--- src/rtl/core/assert_macros.svh ---
// ---------------------------------------------------------------------------
// Assertion macros shared by the kinematics core
// ---------------------------------------------------------------------------
`ifndef ASSERT_MACROS_SVH
`define ASSERT_MACROS_SVH

// Same-cycle implication, checked while out of reset
`define DK_ASSERT_NOW(lbl, clk, rstn, ante, cons, msg) \
  lbl: assert property (@(posedge clk) disable iff (!rstn) (ante) |-> (cons)) \
    else $error(msg);

// Next-cycle implication, checked while out of reset
`define DK_ASSERT_NXT(lbl, clk, rstn, ante, cons, msg) \
  lbl: assert property (@(posedge clk) disable iff (!rstn) (ante) |=> (cons)) \
    else $error(msg);

`endif

--- src/rtl/core/dk_pkg.sv ---
`timescale 1ns / 1ps
// ---------------------------------------------------------------------------
// dk_pkg
// Types, constants and saturating fixed-point helpers of the kinematics core.
// ---------------------------------------------------------------------------
package dk_pkg;

  localparam int DW        = 32;           // internal value width
  localparam int FB        = 16;           // fraction bits
  localparam int QWD       = DW + FB;      // divider quotient width
  localparam int DIV_LANES = 18;           // nine F inverse, nine C inverse
  localparam int DIV_STG   = QWD;          // one quotient bit per stage

  typedef logic signed [DW-1:0] val_t;
  typedef val_t mat_t [3][3];

  localparam val_t VMAX = {1'b0, {(DW-1){1'b1}}};
  localparam val_t VMIN = {1'b1, {(DW-1){1'b0}}};
  localparam val_t ONE  = val_t'(64'd1 << FB);
  localparam logic [2*DW-1:0] LIM = (2*DW)'(1) << (DW-1);

  typedef enum logic [2:0] {
    TEN_F    = 3'd0,
    TEN_FINV = 3'd1,
    TEN_C    = 3'd2,
    TEN_CINV = 3'd3,
    TEN_E    = 3'd4
  } tensor_e;

  localparam logic [1:0] DIMS_2D = 2'd2;

  typedef struct packed {
    val_t grad_00; val_t grad_01; val_t grad_02;
    val_t grad_10; val_t grad_11; val_t grad_12;
    val_t grad_20; val_t grad_21; val_t grad_22;
  } dk_in_t;

  typedef struct packed {
    tensor_e    tensor;
    logic [1:0] row;
    val_t       col0;
    val_t       col1;
    val_t       col2;
    val_t       det_f;
    logic       singular;
    logic       last;
  } dk_out_t;

  typedef struct packed {
    logic [1:0] dims;
  } dk_cfg_t;

  // data that rides along with the divider
  typedef struct {
    mat_t f;
    mat_t c;
    mat_t e;
    val_t det_f;
    val_t det_c;
    logic two;
  } side_t;

  // one divider lane between stages
  typedef struct packed {
    logic [DW:0]    rem;
    logic [QWD-1:0] num;
    logic [QWD-1:0] q;
    logic [DW-1:0]  ud;
    logic           neg;
  } dlane_t;

  function automatic val_t sat_add(val_t a, val_t b);
    logic signed [DW:0] s;
    s = {a[DW-1], a} + {b[DW-1], b};
    if (s[DW] != s[DW-1]) return s[DW] ? VMIN : VMAX;
    return s[DW-1:0];
  endfunction

  function automatic val_t sat_sub(val_t a, val_t b);
    logic signed [DW:0] s;
    s = {a[DW-1], a} - {b[DW-1], b};
    if (s[DW] != s[DW-1]) return s[DW] ? VMIN : VMAX;
    return s[DW-1:0];
  endfunction

  function automatic logic [DW-1:0] mag(val_t a);
    return a[DW-1] ? DW'(-a) : DW'(a);
  endfunction

  // magnitude plus sign to a saturated value
  function automatic val_t sat_pack(logic [2*DW-1:0] m, logic neg);
    if (m >= LIM) return neg ? VMIN : VMAX;
    return neg ? -val_t'(m[DW-1:0]) : val_t'(m[DW-1:0]);
  endfunction

  // product truncated toward zero, saturated
  function automatic val_t fx_mul(val_t a, val_t b);
    logic [2*DW-1:0] p;
    p = (2*DW)'(mag(a)) * (2*DW)'(mag(b));
    return sat_pack(p >> FB, a[DW-1] ^ b[DW-1]);
  endfunction

  // halve, truncating toward zero
  function automatic val_t half_tz(val_t a);
    val_t s;
    s = a + val_t'(a[DW-1]);
    return s >>> 1;
  endfunction

  // one restoring division step
  function automatic dlane_t div_step(dlane_t l);
    dlane_t     o;
    logic [DW:0] r;
    logic        qb;
    r  = {l.rem[DW-1:0], l.num[QWD-1]};
    qb = 1'b0;
    if (r >= {1'b0, l.ud}) begin
      r  = r - {1'b0, l.ud};
      qb = 1'b1;
    end
    o     = l;
    o.rem = r;
    o.num = l.num << 1;
    o.q   = {l.q[QWD-2:0], qb};
    return o;
  endfunction

endpackage

--- src/rtl/core/dk_ser.sv ---
`timescale 1ns / 1ps
// ---------------------------------------------------------------------------
// dk_ser
// Holds the five tensors of one item and sends them out one row per transfer.
// ---------------------------------------------------------------------------
module dk_ser (
  input  logic            clk_i,
  input  logic            rst_ni,
  input  logic            load_i,
  input  dk_pkg::mat_t    ten_i [5],
  input  dk_pkg::val_t    det_f_i,
  input  logic            sing_f_i,
  input  logic            sing_c_i,
  output logic            can_load_o,
  output logic            valid_o,
  input  logic            ready_i,
  output dk_pkg::dk_out_t data_o
);
  import dk_pkg::*;

  mat_t       buf_q [5];
  val_t       det_q;
  logic       sf_q, sc_q;
  logic       busy_q;
  tensor_e    ten_q;
  logic [1:0] row_q;
  logic       fire, last_row;

  assign fire       = busy_q && ready_i;
  assign last_row   = (ten_q == TEN_E) && (row_q == 2'd2);
  assign can_load_o = !busy_q || (fire && last_row);

  // row sequencer
  always_ff @(posedge clk_i or negedge rst_ni) begin
    if (!rst_ni) begin
      busy_q <= 1'b0;
      ten_q  <= TEN_F;
      row_q  <= '0;
    end else if (load_i) begin
      busy_q <= 1'b1;
      ten_q  <= TEN_F;
      row_q  <= '0;
    end else if (fire) begin
      if (last_row) begin
        busy_q <= 1'b0;
      end else if (row_q == 2'd2) begin
        row_q <= '0;
        ten_q <= tensor_e'(ten_q + 3'd1);
      end else begin
        row_q <= row_q + 2'd1;
      end
    end
  end

  // item buffer
  always_ff @(posedge clk_i) begin
    if (load_i) begin
      buf_q <= ten_i;
      det_q <= det_f_i;
      sf_q  <= sing_f_i;
      sc_q  <= sing_c_i;
    end
  end

  // row select
  always_comb begin
    data_o.tensor = ten_q;
    data_o.row    = row_q;
    data_o.col0   = buf_q[ten_q][row_q][0];
    data_o.col1   = buf_q[ten_q][row_q][1];
    data_o.col2   = buf_q[ten_q][row_q][2];
    data_o.det_f  = det_q;
    case (ten_q)
      TEN_FINV: data_o.singular = sf_q;
      TEN_CINV: data_o.singular = sc_q;
      default:  data_o.singular = 1'b0;
    endcase
    data_o.last = last_row;
  end

  assign valid_o = busy_q;

endmodule

--- config.mk ---
export PLATFORM = sky130hd
export DESIGN_NAME = dk_ser
export DESIGN_NICKNAME = d
export VERILOG_FILES = /design/src/rtl/core/assert_macros.svh /design/src/rtl/core/dk_pkg.sv /design/src/rtl/core/dk_ser.sv
export SDC_FILE = /design/constraint.sdc
export NUM_CORES = 1
export LEC_CHECK = 0
export BUFFER_PORTS_ARGS = -buffer_cell sky130_fd_sc_hd__buf_2
export CORE_AREA = 4 4 632 634
export CTS_CLUSTER_DIAMETER = 200
export DETAILED_ROUTE_END_ITERATION = 10
export DIE_AREA = 0 0 636 638
export MAX_ROUTING_LAYER = met4
export SLEW_MARGIN = 25
export SYNTH_ARGS = -nofsm -noshare
export SYNTH_HDL_FRONTEND = slang
export SYNTH_SLANG_ARGS = --single-unit
--- constraint.sdc ---
create_clock -name clk_i -period 2.7 [get_ports clk_i]
set_input_delay 0.27 -clock clk_i [delete_from_list [all_inputs] [get_ports clk_i]]
set_output_delay 0.27 -clock clk_i [all_outputs]
set_load 0.02 [all_outputs]
# --- After elaboration in Yosys (flattened, before gate mapping) ---
# Cells that the tools add are included.
totals:
  register_bits: 1480
  input_bits: 1478
  output_inout_bits: 137
  elab_cells: 91
op_classes:
  n_reduce_logical: 11
  addsub: 2
  magnitude_cmp: 2
  bitwise_logic: 2
  mux: 18
  n_eq_ne: 5
op_table:
  columns: ["op", "count"]
  rows:
  - ["288-bit binary-select mux with 3-bit select", 1]
  - ["288-bit two-way mux", 2]
  - ["96-bit binary-select mux with 2-bit select", 1]
  - ["96-bit two-way mux", 2]
  - ["3-bit two-way mux", 4]
  - ["2-bit two-way mux", 4]
  - ["2-bit nonzero test", 3]
  - ["4-bit greater-or-equal comparator (second input constant)", 1]
  - ["3-bit inverter with 4-bit output", 1]
  - ["2-bit AND reduction", 2]
  - ["3-bit by 1-bit adder with 3-bit output (second input constant)", 1]
  - ["3-bit by 1-bit == test with 1-bit output (second input constant)", 1]
  - ["3-bit by 2-bit == test with 1-bit output (second input constant)", 1]
  - ["3-bit == test (second input constant)", 1]
  - ["3-bit greater-or-equal comparator (second input constant)", 1]
  - ["1-bit logical AND", 3]
  - ["1-bit two-way mux", 3]
  - ["2-bit inverter with 3-bit output", 1]
  - ["3-bit AND reduction", 1]
  - ["2-bit by 1-bit adder with 2-bit output (second input constant)", 1]
  - ["2-bit == test (second input constant)", 1]
  - ["2-bit != test (second input constant)", 1]
  - ["1-bit one-hot mux with 2 select lines", 1]
  - ["1-bit zero test", 1]
  - ["1-bit logical OR", 1]

# --- Logic depth before layout (Yosys ltp) ---
# Gate-level depths: netlist of run 1.
depth:
  depth_word: 7
  ltp_mapped: 10
  ltp_nobuf: 6

# --- Worst setup path before layout of run 1 ---
# No wires, ideal clock.
synth_timing:
  path_type: "register -> output"
  from: "reg ten_q[0]"
  to: "out data_o[102] in the netlist's numbering"
  path_buffers: 3
  t_arrival_ns: 2.067
  path_slack_ns: 0.363
  required_ns: 2.430
  path_stages_with_launch: 7
  path_cell_list: "dfrtp_1 > buf_2 > buf_2 > buf_4 > mux4_2 > a211oi_1 > o21ai_0"
synth_rtl:
  columns: ["item", "line_no", "rtl"]
  rows:
  - ["from (decl)", "dk_ser.sv:25", "tensor_e ten_q;"]
  - ["from (signal assigned)", "dk_ser.sv:48", "ten_q <= tensor_e'(ten_q + 3'd1);"]
  - ["to (decl)", "dk_ser.sv:17", "output dk_pkg::dk_out_t data_o"]

==> flow_summary.toml, run 1 <==
[status]
status = "finished with violations"
violations = "setup timing"

[critical_path]
endpoint_kind = "primary output"
crit_type = "reg -> out"
cp.arrival_ns = 3.16
r2r_start = "ten_q[0]"
crit_fanout = 14
crit_path_start_kind = "flop"
reg2reg_depth = 10
r2r_setup_slack_ns = 0.15
rr_endpoint = "ten_q[2]"
cp.required_ns = 2.43

[detailed_routing]
first_pass_iters = 5
vias = 46100
viasPerCell = 3.84
wl_um = 375000
drtIter0Drc = 4470
wl_per_cell_um = 31.2
drc = 0
postRouteAntennaNets = 0

[clock_tree]
clk_pin_slew_ns = 0.07
cts_tree = "done"
cts_buffers = 183
cts_sinks = 1480
clk_latency_ns = 0.85
htree_num_levels = 4
root_buffer = "clkbuf_16"
clockBufferDepth = 4

[power]
seqPwrFrac_pct = 45.4
combPwrFrac_pct = 13.2
power.leakage_nw = 36.1
total_power_mw = 62.6
irDropWorstVdd_v = 0.000487
p_clk_share_pct = 41.4
power_density_nw_per_um2 = 628
switching_share_pct = 26.1
internal-power_mw = 46.3
switchingPower_mw = 16.3

[timing]
timing.slew.headroom_pct = 54.5
max_freq_mhz = 292
final.setup.tns_ns = -59.49
rsz0062_at_grt = "yes"
setup_slack_ns = -0.729
period_needed_ns = 3.43
fin_skew_ns = 0.0133
post-route-period-util_pct = 127
worst_slew_pin_slew_ns = 0.682
drv_slew = 0
hold_slack_ns = 0.110
setup_viol = 99
finalHoldViolCount = 0

[global_routing]
met1_usage_pct = 20.5
grt_max_degree = 108
use_met3_pct = 4.76
grt_pass1_wl_um = 474000
grt_usage_pct = 18.0
grt.overflow.total = 0
grt_busiest_layer = "met2"
grt_pass1_vias = 48400
gr-usage-met2_pct = 30.6
antenna_found_initial = 307

[floorplanning]
dieArea_sq_um = 406000
initial_utilization_pct = 14.1
core-area_sq_um = 394000
rows = 231
die_height_um = 638
pin_count = 1615
die_w_um = 636

[synthesis]
synthDistinctLibCells = 28
synth_nets = 4313
ys_seq_area_share_pct = 79.8
syn_inst = 2831
synthTopCellsByArea = "edfxtp_1, mux2i_1, mux4_2"
yosys.area.top_type = "edfxtp_1"
syn-cell-area_sq_um = 55700
syn_area_per_cell_sq_um = 19.7
ys_ff_latch = 1480
synth_warnings = 0
synth_top_area_share_pct = 79.5

[place]
dp_hpwl_um = 285000
portBuffers = 1614
post-place-ws_ns = -0.449
gp_congestion = 0.966

[cells_and_area]
drive_gt1_share_pct = 41.7
post-route-util_pct = 25.3
finalNetCount = 7861
fillers = 40300
area_growth_syn_to_layout_pct = 78.9

[hold_path]
hp-start = "ten_i[255]"
hold-path-endpoint = "buf_q[255]"
hp-class = "in -> reg"
hold_depth = 2

[job]
maxCapViolCount = 0
## cell families (layout without fill, tap and decap cells)
kind of cell | after synthesis | after routing | synth area share [%]
DFF | 1480 | 1480 | 79.8
muxes | 578 | 578 | 12.6
AOI/OAI and AO/OA | 485 | 485 | 5.25
buffers and inverters | 168 | 3868 | 1.45
and+or+nand+nor | 115 | 115 | 0.870
adders and majority gates | 4 | 4 | 0.0899
xor gates and xnor gates | 1 | 1 | 0.0157
other | 0 | 235 | 0
## per-layer routing
layer | share of wire (%) | vias to the layer above
li1 | - | 19100
met1 | 38 | 23300
met2 | 49 | 2901
met3 | 8.4 | 826
met4 | 4.3 | 0
met5 | 0 | -
## through the flow
stage / instance area, sq um / std cells
after floorplan: 55700 / 2831
after global placement: 72400 / 9785
after detailed placement: 72400 / 9785
after CTS: 97400 / 11700
after global routing: 99500 / 12000
final: 99600 / 12000
## how the worst max path moves through the flow
stage               startpoint     endpoint  slack, ns  depth (start not counted)
floorplan             ten_q[0]  data_o[102]       0.36                          6
global placement      ten_q[0]   data_o[48]      -0.50                          9
detailed placement    ten_q[0]   data_o[48]      -0.45                          9
CTS                   ten_q[2]   data_o[83]      -0.87                          8
global route          ten_q[2]   data_o[74]      -0.83                          8
finish                ten_q[2]  data_o[112]      -0.73                          8
## power by group through the flow
stage	logic (mW)	clock network, mW	registers (mW)
5_1_grt	8.69	27.5	28.5
3_3_place_gp	5.07	0	28.8
3_5_place_dp	5.11	0	28.8
6_report	8.28	25.9	28.4
4_1_cts	8.07	26.6	28.4
2_1_floorplan	1.71	0	28.1
## sequential cells by signal, indices dropped and copies added (netlist names)
| name | flops |
|---|---|
| row_q | 2 |
| det_q | 32 |
| sf_q | 1 |
| ten_q | 3 |
| sc_q | 1 |
| buf_q | 1440 |
| valid_o | 1 |
## placed cells by master, fill, tap and decap left out, types with 25 or more instances in the layout
cell and instances:
dlygate4sd3_1 1526, a211oi_1 35, clkbuf_16 192, mux4_2 96, o21ai_1 51, diode_2 235, buf_6 85, buf_2 1521
clkinv_1 29, a21oi_4 31, clkbuf_1 25, nor2_1 91, clkinv_2 28, o22ai_1 88, mux2i_2 34, mux2i_1 426
o22ai_4 47, o21ai_2 40, a21oi_1 46, o22ai_2 57, a211oi_2 57, buf_4 249, edfxtp_1 1474, buf_16 38
buf_12 87
## layout make-up
type,instances,area (sq um),share of cell area [%]
Antenna cell,235,588,0.590
Multi-Input combinational cell,1183,12900,13.0
Inverter,3,11.3,0.0113
Timing Repair Buffer,3528,29000,29.1
Tap cell,5242,6560,6.59
Clock inverter,127,1420,1.43
Sequential cell,1480,44400,44.6
Clock buffer,210,4720,4.74
## synthesized netlist by cell type
library cell / count
a211oi_1: 97
a21bo_2: 1
a21oi_1: 97
a32o_1: 1
buf_1: 19
buf_2: 68
buf_4: 12
buf_6: 6
clkbuf_1: 60
dfrtp_1: 6
edfxtp_1: 1474
ha_1: 4
inv_1: 3
mux2i_1: 482
mux4_2: 96
nand2_1: 3
nand2b_1: 3
nand4bb_1: 1
nor2_1: 102
nor3_1: 1
nor3_4: 1
nor3b_2: 1
o21ai_0: 47
o21ai_1: 50
o22ai_1: 192
or2_2: 1
or4b_1: 2
xnor2_1: 1
## worst max-delay path, stage by stage, from the launching register on
cell and delay [ns]:
dfrtp_4 0.51, or4b_4 0.56, buf_12 0.18, bufbuf_16 0.33, o22ai_1 0.19, buf_4 0.15, a211oi_1 0.05, o21ai_1 0.12
buf_4 0.18
## repair_timing
action,4_1_cts,5_1_grt
cloned,23,8
setup endpoints to repair,99,99
resized for setup,562,201
hold endpoints to repair,1508,0
hold buffers,1526,0
pin swaps,78,55
buffers inserted,51,54
Power figures use the tool's default switching activity.
==> inputs of run 2 (changes only) <==
--- a/config.mk
+++ b/config.mk
@@ -10,6 +10,7 @@
 export CTS_CLUSTER_DIAMETER = 200
 export DETAILED_ROUTE_END_ITERATION = 10
 export DIE_AREA = 0 0 636 638
+export GPL_TIMING_DRIVEN = 0
 export MAX_ROUTING_LAYER = met4
 export SLEW_MARGIN = 25
 export SYNTH_ARGS = -nofsm -noshare
==> flow_summary.toml, run 2 (synthesis gave the netlist of run 1 again) <==
[power]
switchingPower_mw = 16.4
power_density_nw_per_um2 = 628
p_clk_share_pct = 41.1
internal-power_mw = 45.8
power.leakage_nw = 35.6
seqPwrFrac_pct = 45.7
combPwrFrac_pct = 13.2
switching_share_pct = 26.4
irDropWorstVdd_v = 0.000522

[global_routing]
grt_pass1_vias = 46700
grt_max_degree = 135
grt.overflow.total = 0
antenna_found_initial = 352
grt_pass1_wl_um = 472000
grt_usage_pct = 18.3

[cells_and_area]
drive_gt1_share_pct = 40.0
layout_commonest_cell = "dlygate4sd3_1"
area_growth_syn_to_layout_pct = 78.1
fin_cells = 12000
mostFrequentLayoutCells = "dlygate4sd3_1, buf_2, edfxtp_1"
reg_top3 = "buf_q x1440, det_q x32, ten_q x3"
post-route-util_pct = 25.1
regArea_sq_um = 44400
largest_register_ffs = 1440
regMostFlops = "buf_q"
finalNetCount = 7836
multi_input_area_sq_um = 13000
fillers = 40300

[clock_tree]
cts_sinks = 1480
cts_buffers = 187
clk_latency_ns = 0.86
clockBufferDepth = 4
clk_pin_slew_ns = 0.06
htree_num_levels = 4
root_buffer = "clkbuf_16"
cts_tree = "done"

[critical_path]
cp_cell_sequence = "buf_12 -> or4b_4 -> buf_12 -> buf_16 -> buf_16 -> o22ai_4 -> a211oi_2 -> o21ai_1 -> buf_4"
max_stage_delay_ns = 0.53
cp.arrival_ns = 3.27
endpoint_kind = "primary output"
crit_type = "reg -> out"
cpMaxStageDelayCell = "or4b_4"
crit_fanout = 10
crit_path_start_kind = "flop"
cp.required_ns = 2.43

[detailed_routing]
first_pass_iters = 5
postRouteAntennaNets = 0
wl_um = 381000
drc = 0
vias = 46200
drtIter0Drc = 5639
wl_per_cell_um = 31.8
viasPerCell = 3.85

[floorplanning]
initial_utilization_pct = 14.1
dieArea_sq_um = 406000
rows = 231
die_height_um = 638
core-area_sq_um = 394000
die_w_um = 636
pin_count = 1615

[job]
maxCapViolCount = 0

[timing]
setup_viol = 99
post-route-period-util_pct = 131
timing.slew.headroom_pct = 45.2
rsz0062_at_grt = "yes"
hold_slack_ns = 0.0457
period_needed_ns = 3.54
setup_slack_ns = -0.837
fin_skew_ns = 0.00318
max_freq_mhz = 283
finalHoldViolCount = 0
drv_slew = 0
worst_slew_pin_slew_ns = 0.822
final.setup.tns_ns = -68.42

[status]
status = "finished with violations"
violations = "setup timing"

[place]
dp_cells = 9715
gp_congestion = 0.947
dp_hpwl_um = 295000
post-place-ws_ns = -2.45
portBuffers = 1614

[hold_path]
hp-class = "in -> reg"
run 2: cell count changes in the layout (fill, tap and decap cells not counted), moves of 31 or more:
cell / previous run / this run
buf_4: 249 / 149
dlygate4sd3_1: 1526 / 1585
mux2i_1: 426 / 382
buf_6: 85 / 43
o21ai_2: 40 / 9
mux2i_4: 22 / 55
run 2: repair_timing:
action                      CTS  global route
gates resized for setup     737           281
setup endpoints to repair   230           644
cloned                        6             6
buffers inserted             55            49
pin swaps                    27            39
hold buffers               1585             2
hold endpoints to repair   1555            40
run 2: final cells by class:
cell class | instances | area share (%)
clock buffers | 220 | 4.86
multi-input cells | 1183 | 13.1
diodes | 237 | 0.598
inverters | 3 | 0.0114
repair buffers | 3343 | 26.7
well taps | 5242 | 6.62
plain buffers | 156 | 2.15
clock inverters | 119 | 1.23
flip-flops and latches | 1480 | 44.8
run 2: per-stage QoR:
stage / total power, mW / cell area, sq um
after floorplan: 29.9 / 55700
after global placement: 34.7 / 70300
after detailed placement: 33.7 / 71000
after CTS: 62.6 / 96800
after global routing: 64.3 / 99000
final: 62.2 / 99100
run 2: worst paths after layout:
| path | from | slack (ns) | cells past startpoint | end |
|---|---|---|---|---|
| worst max-delay path | row_q[0] | -0.84 | 9 | data_o[71] |
| worst min-delay path | load_i | 0.05 | 2 | buf_q[740] |
| worst max register to register | ten_q[0] | 0.36 | 11 | ten_q[2] |
| worst min register to register | row_q[1] | 0.69 | 2 | row_q[1] |
| max in group asynchronous | rst_ni | 1.94 | 3 | row_q[1] |
| min in group asynchronous | rst_ni | 0.51 | 3 | row_q[0] |
run 2: worst max-delay path: cells and delay by family, from the launching register on:
kind / cells / cell delay [ns]
compound gates: 3 / 0.48
buf+inv: 5 / 0.92
flops: 1 / 0.43
simple gates: 1 / 0.53
run 2: layer usage:
layer / part of all wire, % / up-vias / track usage [%]
met2: 49 / 3249 / 31.1
met5: 0 / - / -
li1: - / 19000 / -
met1: 37 / 23100 / 20.3
met3: 9.2 / 794 / 5.63
met4: 4.6 / 0 / 6.57
run 2: power groups by stage:
stage / Combinational [mW] / Sequential, mW / Clock [mW]
3_5_place_dp: 4.93 / 28.8 / 0
4_1_cts: 7.93 / 28.4 / 26.3
5_1_grt: 8.59 / 28.5 / 27.1
3_3_place_gp: 4.76 / 29.9 / 0
2_1_floorplan: 1.71 / 28.1 / 0
6_report: 8.22 / 28.4 / 25.6
